`src/rtl/shjc_pkg.sv`:
```
// Package for the sprite height jitter check: widths, reset values and register indexes.
package shjc_pkg;

    localparam int unsigned PIX_W    = 8;
    localparam int unsigned ROW_W    = 8;
    localparam int unsigned HEIGHT_W = 9;
    localparam int unsigned RANGE_W  = 8;
    localparam int unsigned SUM_W    = 14;
    localparam int unsigned CNT_W    = 7;
    localparam int unsigned CFG_W    = 8;
    localparam int unsigned PROD_W   = CFG_W + RANGE_W;

    localparam logic [SUM_W-1:0] SUM_MAX = '1;

    localparam logic [CFG_W-1:0] ALPHA_THR_RST = 8'd24;
    localparam logic [CFG_W-1:0] IGN_RANGE_RST = 8'd3;
    localparam logic [CFG_W-1:0] RATIO_RST     = 8'd7;

    localparam int unsigned CELL_HEIGHT_MAX_DEF = 256;
    localparam int unsigned MAX_FRAMES_DEF      = 64;

    typedef enum logic [1:0] {
        CFG_ALPHA_THR = 2'd0,
        CFG_IGN_RANGE = 2'd1,
        CFG_RATIO     = 2'd2
    } t_cfg_idx;

endpackage

```
`src/rtl/shjc_if.sv`:
```
// Channel interfaces of the sprite height jitter check: pixel, result and register write.
interface shjc_pix_if;
    logic                          valid;
    logic                          ready;
    logic [shjc_pkg::PIX_W-1:0]    alpha;
    logic [shjc_pkg::ROW_W-1:0]    cell_row;
    logic                          in_sheet;
    logic                          last_in_cell;
    logic                          last_in_animation;

    modport source (output valid, alpha, cell_row, in_sheet, last_in_cell,
                    last_in_animation, input ready);
    modport sink   (input valid, alpha, cell_row, in_sheet, last_in_cell,
                    last_in_animation, output ready);
endinterface

interface shjc_res_if;
    logic                          valid;
    logic                          ready;
    logic                          measured;
    logic [shjc_pkg::RANGE_W-1:0]  height_range;
    logic [shjc_pkg::SUM_W-1:0]    total_change;
    logic                          jitter;
    logic [shjc_pkg::CNT_W-1:0]    frames_counted;

    modport source (output valid, measured, height_range, total_change, jitter,
                    frames_counted, input ready);
    modport sink   (input valid, measured, height_range, total_change, jitter,
                    frames_counted, output ready);
endinterface

interface shjc_cfg_if;
    logic                          valid;
    logic                          ready;
    logic [1:0]                    index;
    logic [shjc_pkg::CFG_W-1:0]    data;

    modport source (output valid, index, data, input ready);
    modport sink   (input valid, index, data, output ready);
endinterface

```
`src/rtl/sprite_height_jitter_check_core.sv`:
```
// Sprite height jitter check: per-cell opaque height tracking and per-animation jitter report.
//
// Takes one pixel transaction per clock while the result side keeps up: a five-stage pipeline
// with per-stage valid flags separates the pixel side from the result side. The cell tracker
// (top and bottom opaque rows) updates in the accept cycle; a closed cell then walks through
// height, animation update, range and jitter-compare stages. An animation's result is
// presented from the stage-five output register once the cell that ends it has passed stages
// one to four. Backpressure on the result channel fills only the stages that hold results:
// pixels stall once stages two to four hold three finished results behind the output register
// and a further closed cell waits in stage one. Cells without an opaque pixel are dropped
// before stage one unless they end the animation; frame count saturates at MAX_FRAMES, the
// change sum at its 14-bit maximum. Registers may be written only while no result is pending.
module sprite_height_jitter_check_core #(
    parameter int unsigned CELL_HEIGHT_MAX = shjc_pkg::CELL_HEIGHT_MAX_DEF,
    parameter int unsigned MAX_FRAMES      = shjc_pkg::MAX_FRAMES_DEF
) (
    input  logic        i_clk,
    input  logic        i_rst_n,
    shjc_pix_if.sink    i_pix,
    shjc_cfg_if.sink    i_cfg,
    shjc_res_if.source  o_res
);

    localparam int unsigned HW = shjc_pkg::HEIGHT_W;
    localparam int unsigned RW = shjc_pkg::ROW_W;
    localparam int unsigned SW = shjc_pkg::SUM_W;
    localparam int unsigned CW = shjc_pkg::CNT_W;

    // ---------------------------------------------------------------- configuration
    logic [shjc_pkg::CFG_W-1:0] r_alpha_thr, r_ign_range, r_ratio;

    assign i_cfg.ready = 1'b1;

    always_ff @(posedge i_clk) begin
        if (!i_rst_n) begin
            r_alpha_thr <= shjc_pkg::ALPHA_THR_RST;
            r_ign_range <= shjc_pkg::IGN_RANGE_RST;
            r_ratio     <= shjc_pkg::RATIO_RST;
        end else if (i_cfg.valid) begin
            case (shjc_pkg::t_cfg_idx'(i_cfg.index))
                shjc_pkg::CFG_ALPHA_THR: r_alpha_thr <= i_cfg.data;
                shjc_pkg::CFG_IGN_RANGE: r_ign_range <= i_cfg.data;
                shjc_pkg::CFG_RATIO:     r_ratio     <= i_cfg.data;
                default: ;
            endcase
        end
    end

    // ---------------------------------------------------------------- flow control
    logic r_v1, r_v2, r_v3, r_v4, r_v5;
    logic r_end2;
    logic rdy1, rdy2, rdy3, rdy4, rdy5;
    logic adv1, adv2, adv3, adv4;
    logic pix_acc;

    // A stage is free when empty or when its content moves on. Stage 2 items that do not end
    // an animation only fold into the animation state and leave without a slot downstream.
    assign rdy5 = !r_v5 || o_res.ready;
    assign rdy4 = !r_v4 || rdy5;
    assign rdy3 = !r_v3 || rdy4;
    assign rdy2 = !r_v2 || !r_end2 || rdy3;
    assign rdy1 = !r_v1 || rdy2;

    assign adv1 = r_v1 && rdy2;
    assign adv2 = r_v2 && (!r_end2 || rdy3);
    assign adv3 = r_v3 && rdy4;
    assign adv4 = r_v4 && rdy5;

    assign i_pix.ready = rdy1;
    assign pix_acc     = i_pix.valid && rdy1;

    // ---------------------------------------------------------------- cell tracker
    logic [RW-1:0] r_top, r_bot, n_top, n_bot;
    logic          r_has, n_has;
    logic          opaque, close_cell, evt1;
    logic [RW-1:0] upd_top, upd_bot;
    logic          upd_has;

    // Opaque pixel: inside the sheet, row inside the cell, alpha at or above threshold.
    assign opaque = i_pix.in_sheet
                 && ({1'b0, i_pix.cell_row} < HW'(CELL_HEIGHT_MAX))
                 && (i_pix.alpha >= r_alpha_thr);
    assign close_cell = i_pix.last_in_cell || i_pix.last_in_animation;

    always_comb begin
        upd_top = r_top;
        upd_bot = r_bot;
        upd_has = r_has;
        if (opaque) begin
            if (i_pix.cell_row < r_top) upd_top = i_pix.cell_row;
            if (i_pix.cell_row > r_bot) upd_bot = i_pix.cell_row;
            upd_has = 1'b1;
        end
        n_top = r_top;
        n_bot = r_bot;
        n_has = r_has;
        if (pix_acc) begin
            if (close_cell) begin
                n_top = '1;
                n_bot = '0;
                n_has = 1'b0;
            end else begin
                n_top = upd_top;
                n_bot = upd_bot;
                n_has = upd_has;
            end
        end
    end

    // Drop closed cells that carry no height unless they end the animation.
    assign evt1 = pix_acc && close_cell && (upd_has || i_pix.last_in_animation);

    always_ff @(posedge i_clk) begin
        if (!i_rst_n) begin
            r_top <= '1;
            r_bot <= '0;
            r_has <= 1'b0;
        end else begin
            r_top <= n_top;
            r_bot <= n_bot;
            r_has <= n_has;
        end
    end

    // ---------------------------------------------------------------- stage 1: closed cell
    logic [RW-1:0] r_top1, r_bot1;
    logic          r_has1, r_end1;

    always_ff @(posedge i_clk) begin
        if (!i_rst_n) begin
            r_v1 <= 1'b0;
        end else if (evt1) begin
            r_v1 <= 1'b1;
        end else if (adv1) begin
            r_v1 <= 1'b0;
        end
    end

    always_ff @(posedge i_clk) begin
        if (evt1) begin
            r_top1 <= upd_top;
            r_bot1 <= upd_bot;
            r_has1 <= upd_has;
            r_end1 <= i_pix.last_in_animation;
        end
    end

    // ---------------------------------------------------------------- stage 2: cell height
    logic [HW-1:0] r_h2;
    logic          r_has2;

    always_ff @(posedge i_clk) begin
        if (!i_rst_n) begin
            r_v2 <= 1'b0;
        end else if (adv1) begin
            r_v2 <= 1'b1;
        end else if (adv2) begin
            r_v2 <= 1'b0;
        end
    end

    always_ff @(posedge i_clk) begin
        if (adv1) begin
            r_h2   <= {1'b0, r_bot1} - {1'b0, r_top1} + HW'(1);
            r_has2 <= r_has1;
            r_end2 <= r_end1;
        end
    end

    // ---------------------------------------------------------------- stage 3: animation state
    logic [HW-1:0] r_prev, r_lo, r_hi, n_prev, n_lo, n_hi;
    logic [SW-1:0] r_sum, n_sum;
    logic [CW-1:0] r_cnt, n_cnt;
    logic [HW-1:0] u_prev, u_lo, u_hi, diff;
    logic [SW-1:0] u_sum;
    logic [CW-1:0] u_cnt;
    logic [SW:0]   sum_wide;

    assign diff     = (r_h2 >= r_prev) ? (r_h2 - r_prev) : (r_prev - r_h2);
    assign sum_wide = {1'b0, r_sum} + (SW+1)'(diff);

    always_comb begin
        u_prev = r_prev;
        u_lo   = r_lo;
        u_hi   = r_hi;
        u_sum  = r_sum;
        u_cnt  = r_cnt;
        if (r_has2) begin
            if (r_cnt == '0) begin
                u_lo = r_h2;
                u_hi = r_h2;
            end else begin
                if (r_h2 < r_lo) u_lo = r_h2;
                if (r_h2 > r_hi) u_hi = r_h2;
                u_sum = sum_wide[SW] ? shjc_pkg::SUM_MAX : sum_wide[SW-1:0];
            end
            u_prev = r_h2;
            if (r_cnt < CW'(MAX_FRAMES)) u_cnt = r_cnt + CW'(1);
        end
        n_prev = r_prev;
        n_lo   = r_lo;
        n_hi   = r_hi;
        n_sum  = r_sum;
        n_cnt  = r_cnt;
        if (adv2) begin
            if (r_end2) begin
                n_prev = '0;
                n_lo   = '0;
                n_hi   = '0;
                n_sum  = '0;
                n_cnt  = '0;
            end else begin
                n_prev = u_prev;
                n_lo   = u_lo;
                n_hi   = u_hi;
                n_sum  = u_sum;
                n_cnt  = u_cnt;
            end
        end
    end

    always_ff @(posedge i_clk) begin
        if (!i_rst_n) begin
            r_prev <= '0;
            r_lo   <= '0;
            r_hi   <= '0;
            r_sum  <= '0;
            r_cnt  <= '0;
        end else begin
            r_prev <= n_prev;
            r_lo   <= n_lo;
            r_hi   <= n_hi;
            r_sum  <= n_sum;
            r_cnt  <= n_cnt;
        end
    end

    // Snapshot of the animation at its end.
    logic [HW-1:0] r_lo3, r_hi3;
    logic [SW-1:0] r_sum3;
    logic [CW-1:0] r_cnt3;

    always_ff @(posedge i_clk) begin
        if (!i_rst_n) begin
            r_v3 <= 1'b0;
        end else if (adv2 && r_end2) begin
            r_v3 <= 1'b1;
        end else if (adv3) begin
            r_v3 <= 1'b0;
        end
    end

    always_ff @(posedge i_clk) begin
        if (adv2 && r_end2) begin
            r_lo3  <= u_lo;
            r_hi3  <= u_hi;
            r_sum3 <= u_sum;
            r_cnt3 <= u_cnt;
        end
    end

    // ---------------------------------------------------------------- stage 4: range
    logic [HW-1:0]                  range_wide;
    logic [shjc_pkg::RANGE_W-1:0]   r_range4;
    logic [SW-1:0]                  r_sum4;
    logic [CW-1:0]                  r_cnt4;
    logic                           r_meas4;

    // Heights span 1..256, so the range always fits eight bits.
    assign range_wide = (r_hi3 >= r_lo3) ? (r_hi3 - r_lo3) : '0;

    always_ff @(posedge i_clk) begin
        if (!i_rst_n) begin
            r_v4 <= 1'b0;
        end else if (adv3) begin
            r_v4 <= 1'b1;
        end else if (adv4) begin
            r_v4 <= 1'b0;
        end
    end

    always_ff @(posedge i_clk) begin
        if (adv3) begin
            r_range4 <= range_wide[shjc_pkg::RANGE_W-1:0];
            r_sum4   <= r_sum3;
            r_cnt4   <= r_cnt3;
            r_meas4  <= (r_cnt3 >= CW'(2));
        end
    end

    // ---------------------------------------------------------------- stage 5: jitter, output
    logic [shjc_pkg::PROD_W-1:0]    limit;
    logic [shjc_pkg::PROD_W-1:0]    twice_sum;
    logic                           jitter4;
    logic                           r_meas5, r_jit5;
    logic [shjc_pkg::RANGE_W-1:0]   r_range5;
    logic [SW-1:0]                  r_sum5;
    logic [CW-1:0]                  r_cnt5;

    assign limit     = shjc_pkg::PROD_W'(r_ratio) * shjc_pkg::PROD_W'(r_range4);
    assign twice_sum = shjc_pkg::PROD_W'({r_sum4, 1'b0});
    assign jitter4   = r_meas4 && (r_range4 > r_ign_range) && (twice_sum > limit);

    always_ff @(posedge i_clk) begin
        if (!i_rst_n) begin
            r_v5 <= 1'b0;
        end else if (adv4) begin
            r_v5 <= 1'b1;
        end else if (o_res.ready) begin
            r_v5 <= 1'b0;
        end
    end

    always_ff @(posedge i_clk) begin
        if (adv4) begin
            r_meas5  <= r_meas4;
            r_jit5   <= jitter4;
            r_range5 <= r_range4;
            r_sum5   <= r_sum4;
            r_cnt5   <= r_cnt4;
        end
    end

    assign o_res.valid          = r_v5;
    assign o_res.measured       = r_meas5;
    assign o_res.height_range   = r_range5;
    assign o_res.total_change   = r_sum5;
    assign o_res.jitter         = r_jit5;
    assign o_res.frames_counted = r_cnt5;

    // ---------------------------------------------------------------- assertions
    a_jitter_needs_measure: assert property (@(posedge i_clk) disable iff (!i_rst_n)
        r_v5 |-> (!r_jit5 || r_meas5))
        else $error("jitter flagged on an animation with fewer than two frames");

    a_short_anim_empty: assert property (@(posedge i_clk) disable iff (!i_rst_n)
        (r_v5 && !r_meas5) |-> (r_range5 == '0 && r_sum5 == '0))
        else $error("range or change reported for an animation with fewer than two frames");

    a_count_bound: assert property (@(posedge i_clk) disable iff (!i_rst_n)
        r_cnt <= CW'(MAX_FRAMES))
        else $error("frame count beyond its limit");

    a_empty_cell_clear: assert property (@(posedge i_clk) disable iff (!i_rst_n)
        !r_has |-> (r_top == '1 && r_bot == '0))
        else $error("cell bounds not cleared while no opaque pixel seen");

endmodule

```
`src/flat_wrapper.sv`:
```
// flat-port wrapper written by rule: the top's interface ports become plain ports
module sprite_height_jitter_check_core_flat 
#(
    parameter int unsigned CELL_HEIGHT_MAX = shjc_pkg::CELL_HEIGHT_MAX_DEF,
    parameter int unsigned MAX_FRAMES      = shjc_pkg::MAX_FRAMES_DEF
)
  (i_clk, i_rst_n, i_pix_valid, i_pix_alpha, i_pix_cell_row, i_pix_in_sheet, i_pix_last_in_cell, i_pix_last_in_animation, i_pix_ready, i_cfg_valid, i_cfg_index, i_cfg_data, i_cfg_ready, o_res_valid, o_res_measured, o_res_height_range, o_res_total_change, o_res_jitter, o_res_frames_counted, o_res_ready);
  shjc_pix_if i_pix_i ();
  shjc_cfg_if i_cfg_i ();
  shjc_res_if o_res_i ();
  input  logic i_clk;
  input  logic i_rst_n;
  input wire logic [$bits(i_pix_i.valid)-1:0] i_pix_valid;
  input wire logic [$bits(i_pix_i.alpha)-1:0] i_pix_alpha;
  input wire logic [$bits(i_pix_i.cell_row)-1:0] i_pix_cell_row;
  input wire logic [$bits(i_pix_i.in_sheet)-1:0] i_pix_in_sheet;
  input wire logic [$bits(i_pix_i.last_in_cell)-1:0] i_pix_last_in_cell;
  input wire logic [$bits(i_pix_i.last_in_animation)-1:0] i_pix_last_in_animation;
  output wire logic [$bits(i_pix_i.ready)-1:0] i_pix_ready;
  input wire logic [$bits(i_cfg_i.valid)-1:0] i_cfg_valid;
  input wire logic [$bits(i_cfg_i.index)-1:0] i_cfg_index;
  input wire logic [$bits(i_cfg_i.data)-1:0] i_cfg_data;
  output wire logic [$bits(i_cfg_i.ready)-1:0] i_cfg_ready;
  output wire logic [$bits(o_res_i.valid)-1:0] o_res_valid;
  output wire logic [$bits(o_res_i.measured)-1:0] o_res_measured;
  output wire logic [$bits(o_res_i.height_range)-1:0] o_res_height_range;
  output wire logic [$bits(o_res_i.total_change)-1:0] o_res_total_change;
  output wire logic [$bits(o_res_i.jitter)-1:0] o_res_jitter;
  output wire logic [$bits(o_res_i.frames_counted)-1:0] o_res_frames_counted;
  input wire logic [$bits(o_res_i.ready)-1:0] o_res_ready;
  assign i_pix_i.valid = i_pix_valid;
  assign i_pix_i.alpha = i_pix_alpha;
  assign i_pix_i.cell_row = i_pix_cell_row;
  assign i_pix_i.in_sheet = i_pix_in_sheet;
  assign i_pix_i.last_in_cell = i_pix_last_in_cell;
  assign i_pix_i.last_in_animation = i_pix_last_in_animation;
  assign i_pix_ready = i_pix_i.ready;
  assign i_cfg_i.valid = i_cfg_valid;
  assign i_cfg_i.index = i_cfg_index;
  assign i_cfg_i.data = i_cfg_data;
  assign i_cfg_ready = i_cfg_i.ready;
  assign o_res_valid = o_res_i.valid;
  assign o_res_measured = o_res_i.measured;
  assign o_res_height_range = o_res_i.height_range;
  assign o_res_total_change = o_res_i.total_change;
  assign o_res_jitter = o_res_i.jitter;
  assign o_res_frames_counted = o_res_i.frames_counted;
  assign o_res_i.ready = o_res_ready;
  sprite_height_jitter_check_core #(.CELL_HEIGHT_MAX(CELL_HEIGHT_MAX), .MAX_FRAMES(MAX_FRAMES)) u_core (.i_clk(i_clk), .i_rst_n(i_rst_n), .i_pix(i_pix_i), .i_cfg(i_cfg_i), .o_res(o_res_i));
endmodule
```
`config.mk`:
```
export PLATFORM = sky130hd
export DESIGN_NAME = sprite_height_jitter_check_core_flat
export DESIGN_NICKNAME = d
export VERILOG_FILES = /design/src/rtl/shjc_pkg.sv /design/src/rtl/shjc_if.sv /design/src/rtl/sprite_height_jitter_check_core.sv /design/src/flat_wrapper.sv
export SDC_FILE = /design/constraint.sdc
export NUM_CORES = 1
export LEC_CHECK = 0
export ABC_AREA = 1
export BUFFER_PORTS_ARGS = -buffer_cell sky130_fd_sc_hd__buf_2
export CORE_MARGIN = 3
export CORE_UTILIZATION = 55
export DETAILED_ROUTE_END_ITERATION = 8
export GPL_TIMING_DRIVEN = 0
export PLACE_DENSITY = 0.79
export SLEW_MARGIN = 30
export SYNTH_ARGS = -nofsm -noshare
export SYNTH_HDL_FRONTEND = slang
export SYNTH_SLANG_ARGS = --single-unit
```
`constraint.sdc`:
```
create_clock -name i_clk -period 5.21 [get_ports i_clk]
set_input_delay 1.042 -clock i_clk [delete_from_list [all_inputs] [get_ports i_clk]]
set_output_delay 1.042 -clock i_clk [all_outputs]
set_load 0.02 [all_outputs]
```
==> flow_metrics.tcl <==
set metrics [dict create \
    clock-sinks 223 \
    htreeDepth 1 \
    fin_crit_sh 0.984 \
    grt_pass1_wl_um 53800 \
    register_area_um2 5770 \
    synth.area.top_cells "edfxtp_1, dfxtp_1, ha_1, nand2_1, inv_1" \
    regToRegSetupSlack_ns 0.08 \
    viasPerCell 5.39 \
    instances_no_fill 2173 \
    fmax_mhz 195 \
    grt_overflow 0 \
    wl_um 33400 \
    r2r_end "u_core.o_res.jitter" \
    nNetsFinal 2048 \
    synthCells 1715 \
    cts_tree "done" \
    cp-startpoint "u_core.r_range4[4]" \
    power.total_mw 4.75 \
    dp_hpwl_um 24400 \
    dr.pass1.iters 6 \
    routabilityCongestion 0.916 \
    yosys_warnings 0 \
    min_path_type "register to register" \
    core_area_um2 25500 \
    wl_per_cell_um 15.4 \
    nFillCells 1987 \
    startpoint_type "register" \
    grt_util_all_layers 0.229 \
    clk_pin_slew_worst_paths_ns 0.06 \
    report.final.hold_viol_count 0 \
    tightestPinTransition_ns 0.895 \
    powerDensity_nw_per_um2 288 \
    status "completed" \
    seq_area_frac_synth 0.398 \
    io_pins 68 \
    slew_violations 0 \
    via_count 11708 \
    place_inst 2111 \
    r2r-start "u_core.r_range4[4]" \
    hold_buffers 0 \
    multi_input_area_um2 7520 \
    drtIter0Drc 777 \
    p_leak_nw 7.80 \
    ir_worst_vdd_uv 284 \
    path_class "register to register" \
    die_x_um 168 \
    clockBufferDepth 3 \
    root_buffer "clkbuf_16" \
    yosys.area.top_type "edfxtp_1" \
    cap_violations 0 \
    drive_gt1_frac 0.128 \
    cp-endpoint "u_core.o_res.jitter" \
    start_util 0.567 \
    max-slew-margin-rel 0.399 \
    yosysUniqueCellTypes 54 \
    rows 58 \
    synth_area_um2 14500 \
    dieArea_um2 28300 \
    grt_start_max_net_pins 42 \
    synth_seq_cells 223 \
    syn_nets 1940 \
    worstPathMaxFanout 7 \
    setup_violations 0 \
    final.min_clock_period_ns 5.13 \
    required_ns 5.49 \
    grt_pass1_vias 11452 \
    netlist.area_leader.share 0.268 \
    drc_errors 0 \
    antenna-diode-count 0 \
    syn_to_final_growth_pct 14.1 \
    synth_area_per_cell_um2 8.43 \
    cp-end-kind "register" \
    clk_latency_ns 0.53 \
    ant_nets 0 \
    ff2ff_path_depth 26 \
    fin_worst_skew_ns 0.00942 \
    antenna_found_initial 0 \
    io_buffers 65 \
    numCtsBuffers 26 \
    worstPathArrival_ns 5.41 \
    die_h_um 168 \
]
## flip-flops by register name, indices dropped and copies added (netlist names), 9 cells and up
name / count
u_core.r_prev: 9
u_core.r_lo3: 9
u_core.r_sum: 14
u_core.r_h2: 9
u_core.r_hi3: 9
u_core.r_sum3: 14
u_core.o_res.total_change: 14
u_core.r_sum4: 14
u_core.r_hi: 9
u_core.r_lo: 9
## synth_stat cells, drive strengths merged
library cell / count
nand2: 426
inv: 304
ha: 150
a21oi: 138
edfxtp: 129
nand3: 96
dfxtp: 94
nor2: 81
o21ai: 49
fa: 41
clkbuf: 35
and2: 27
xor2: 27
nand4: 22
xnor2: 17
buf: 14
or2: 11
a21o: 9
nor3: 8
a21boi: 6
o211ai: 5
o21bai: 5
mux2i: 3
nand3b: 3
o21a: 3
a211oi: 2
nor4: 2
a221oi: 1
a31o: 1
a31oi: 1
clkinv: 1
conb: 1
nor3b: 1
o221ai: 1
o31a: 1
## worst min-delay path by stage
| stage | cells after the start | slack (ns) | start | endpoint |
|---|---|---|---|---|
| 2_1_floorplan | 0 | 0.40 | u_core.r_cnt4[0] | u_core.o_res.frames_counted[0] |
| 3_3_place_gp | 0 | 0.40 | u_core.r_sum3[10] | u_core.r_sum4[10] |
| 3_5_place_dp | 0 | 0.40 | u_core.r_cnt4[0] | u_core.o_res.frames_counted[0] |
| 4_1_cts | 0 | 0.41 | u_core.r_sum3[7] | u_core.r_sum4[7] |
| 5_1_grt | 0 | 0.42 | u_core.r_cnt4[6] | u_core.o_res.frames_counted[6] |
| 6_report | 0 | 0.41 | u_core.r_sum3[7] | u_core.r_sum4[7] |
## cell usage in the layout, fill, tap and decap left out, types with 9 or more instances in the layout
cell type,count
nand2_2,16
inv_2,10
xor2_1,26
fa_1,38
and2_1,27
nand4_1,20
dfxtp_1,88
nand3_1,93
nand2_1,406
o21ai_0,42
buf_2,69
inv_1,294
clkbuf_1,23
edfxtp_1,129
nor2_1,68
buf_4,30
xnor2_1,15
ha_1,143
clkbuf_16,28
a21oi_1,129
a21o_1,9
## stage by stage
stage | hold WS (ns) | TNS [ns] | setup WS [ns] | util | instance area (um2)
2_1_floorplan | 0.400 | 0 | 0.243 | - | 14500
3_5_place_dp | 0.405 | -0.598 | -0.598 | 0.598 | 15200
6_report | 0.413 | 0 | 0.0838 | 0.648 | 16500
3_3_place_gp | 0.403 | -0.574 | -0.574 | 0.596 | 15200
5_1_grt | 0.424 | -0.137 | -0.137 | 0.648 | 16500
4_1_cts | 0.410 | 0 | 0.00254 | 0.639 | 16300
## final cells by class
type / instances / share of cell area
buffer: 35 / 0.0116
sequential: 223 / 0.350
clock buffer: 33 / 0.0442
inverter: 305 / 0.0694
timing repair buffer: 94 / 0.0346
multi-input combinational: 1138 / 0.456
tap: 330 / 0.0250
clock inverter: 15 / 0.00956
## logic make-up after synthesis
kind of cell             synth area share
AO/OA/AOI/OAI                      0.0840
XOR/XNOR                           0.0267
adder cells (fa/ha/maj)             0.187
buffers and inverters              0.0961
flip-flops                          0.398
multiplexers                      0.00208
other                            0.000259
AND/OR/NAND/NOR                     0.206
## worst max-delay path, stage by stage, from the launching register on
cell,delay (ns)
edfxtp_1,0.54
buf_4,0.20
nand2_1,0.07
inv_1,0.07
fa_2,0.40
fa_1,0.49
ha_1,0.30
inv_1,0.06
fa_1,0.53
inv_1,0.04
ha_2,0.37
nand2_1,0.06
nand2_1,0.12
nand3_1,0.09
nand2_1,0.09
a21oi_2,0.05
o21ai_2,0.26
a21oi_2,0.10
xor2_1,0.15
ha_1,0.29
nand2_1,0.05
inv_2,0.05
nand4_1,0.12
nor2_4,0.19
nor3_4,0.06
nand2_1,0.07
nor2_1,0.05
## layer usage
metal  part of all wire  global-route usage
met4              0.039              0.0900
met2               0.51               0.419
met5                  0                   0
met3              0.052              0.0261
met1               0.40               0.275
## where the power goes
| part | internal, mW | switching, mW |
|---|---|---|
| clock | 1.14 | 0.724 |
| sequential | 1.91 | 0.0366 |
| combinational | 0.381 | 0.567 |
| total | 3.43 | 1.33 |
## repair_timing
action,4_1_cts,5_1_grt
setup buffers,17,11
hold endpoints to repair,0,0
pin swaps,2,44
resized for setup,19,39
endpoints found under the setup margin,1,1
(Power assumes the default switching activity.)
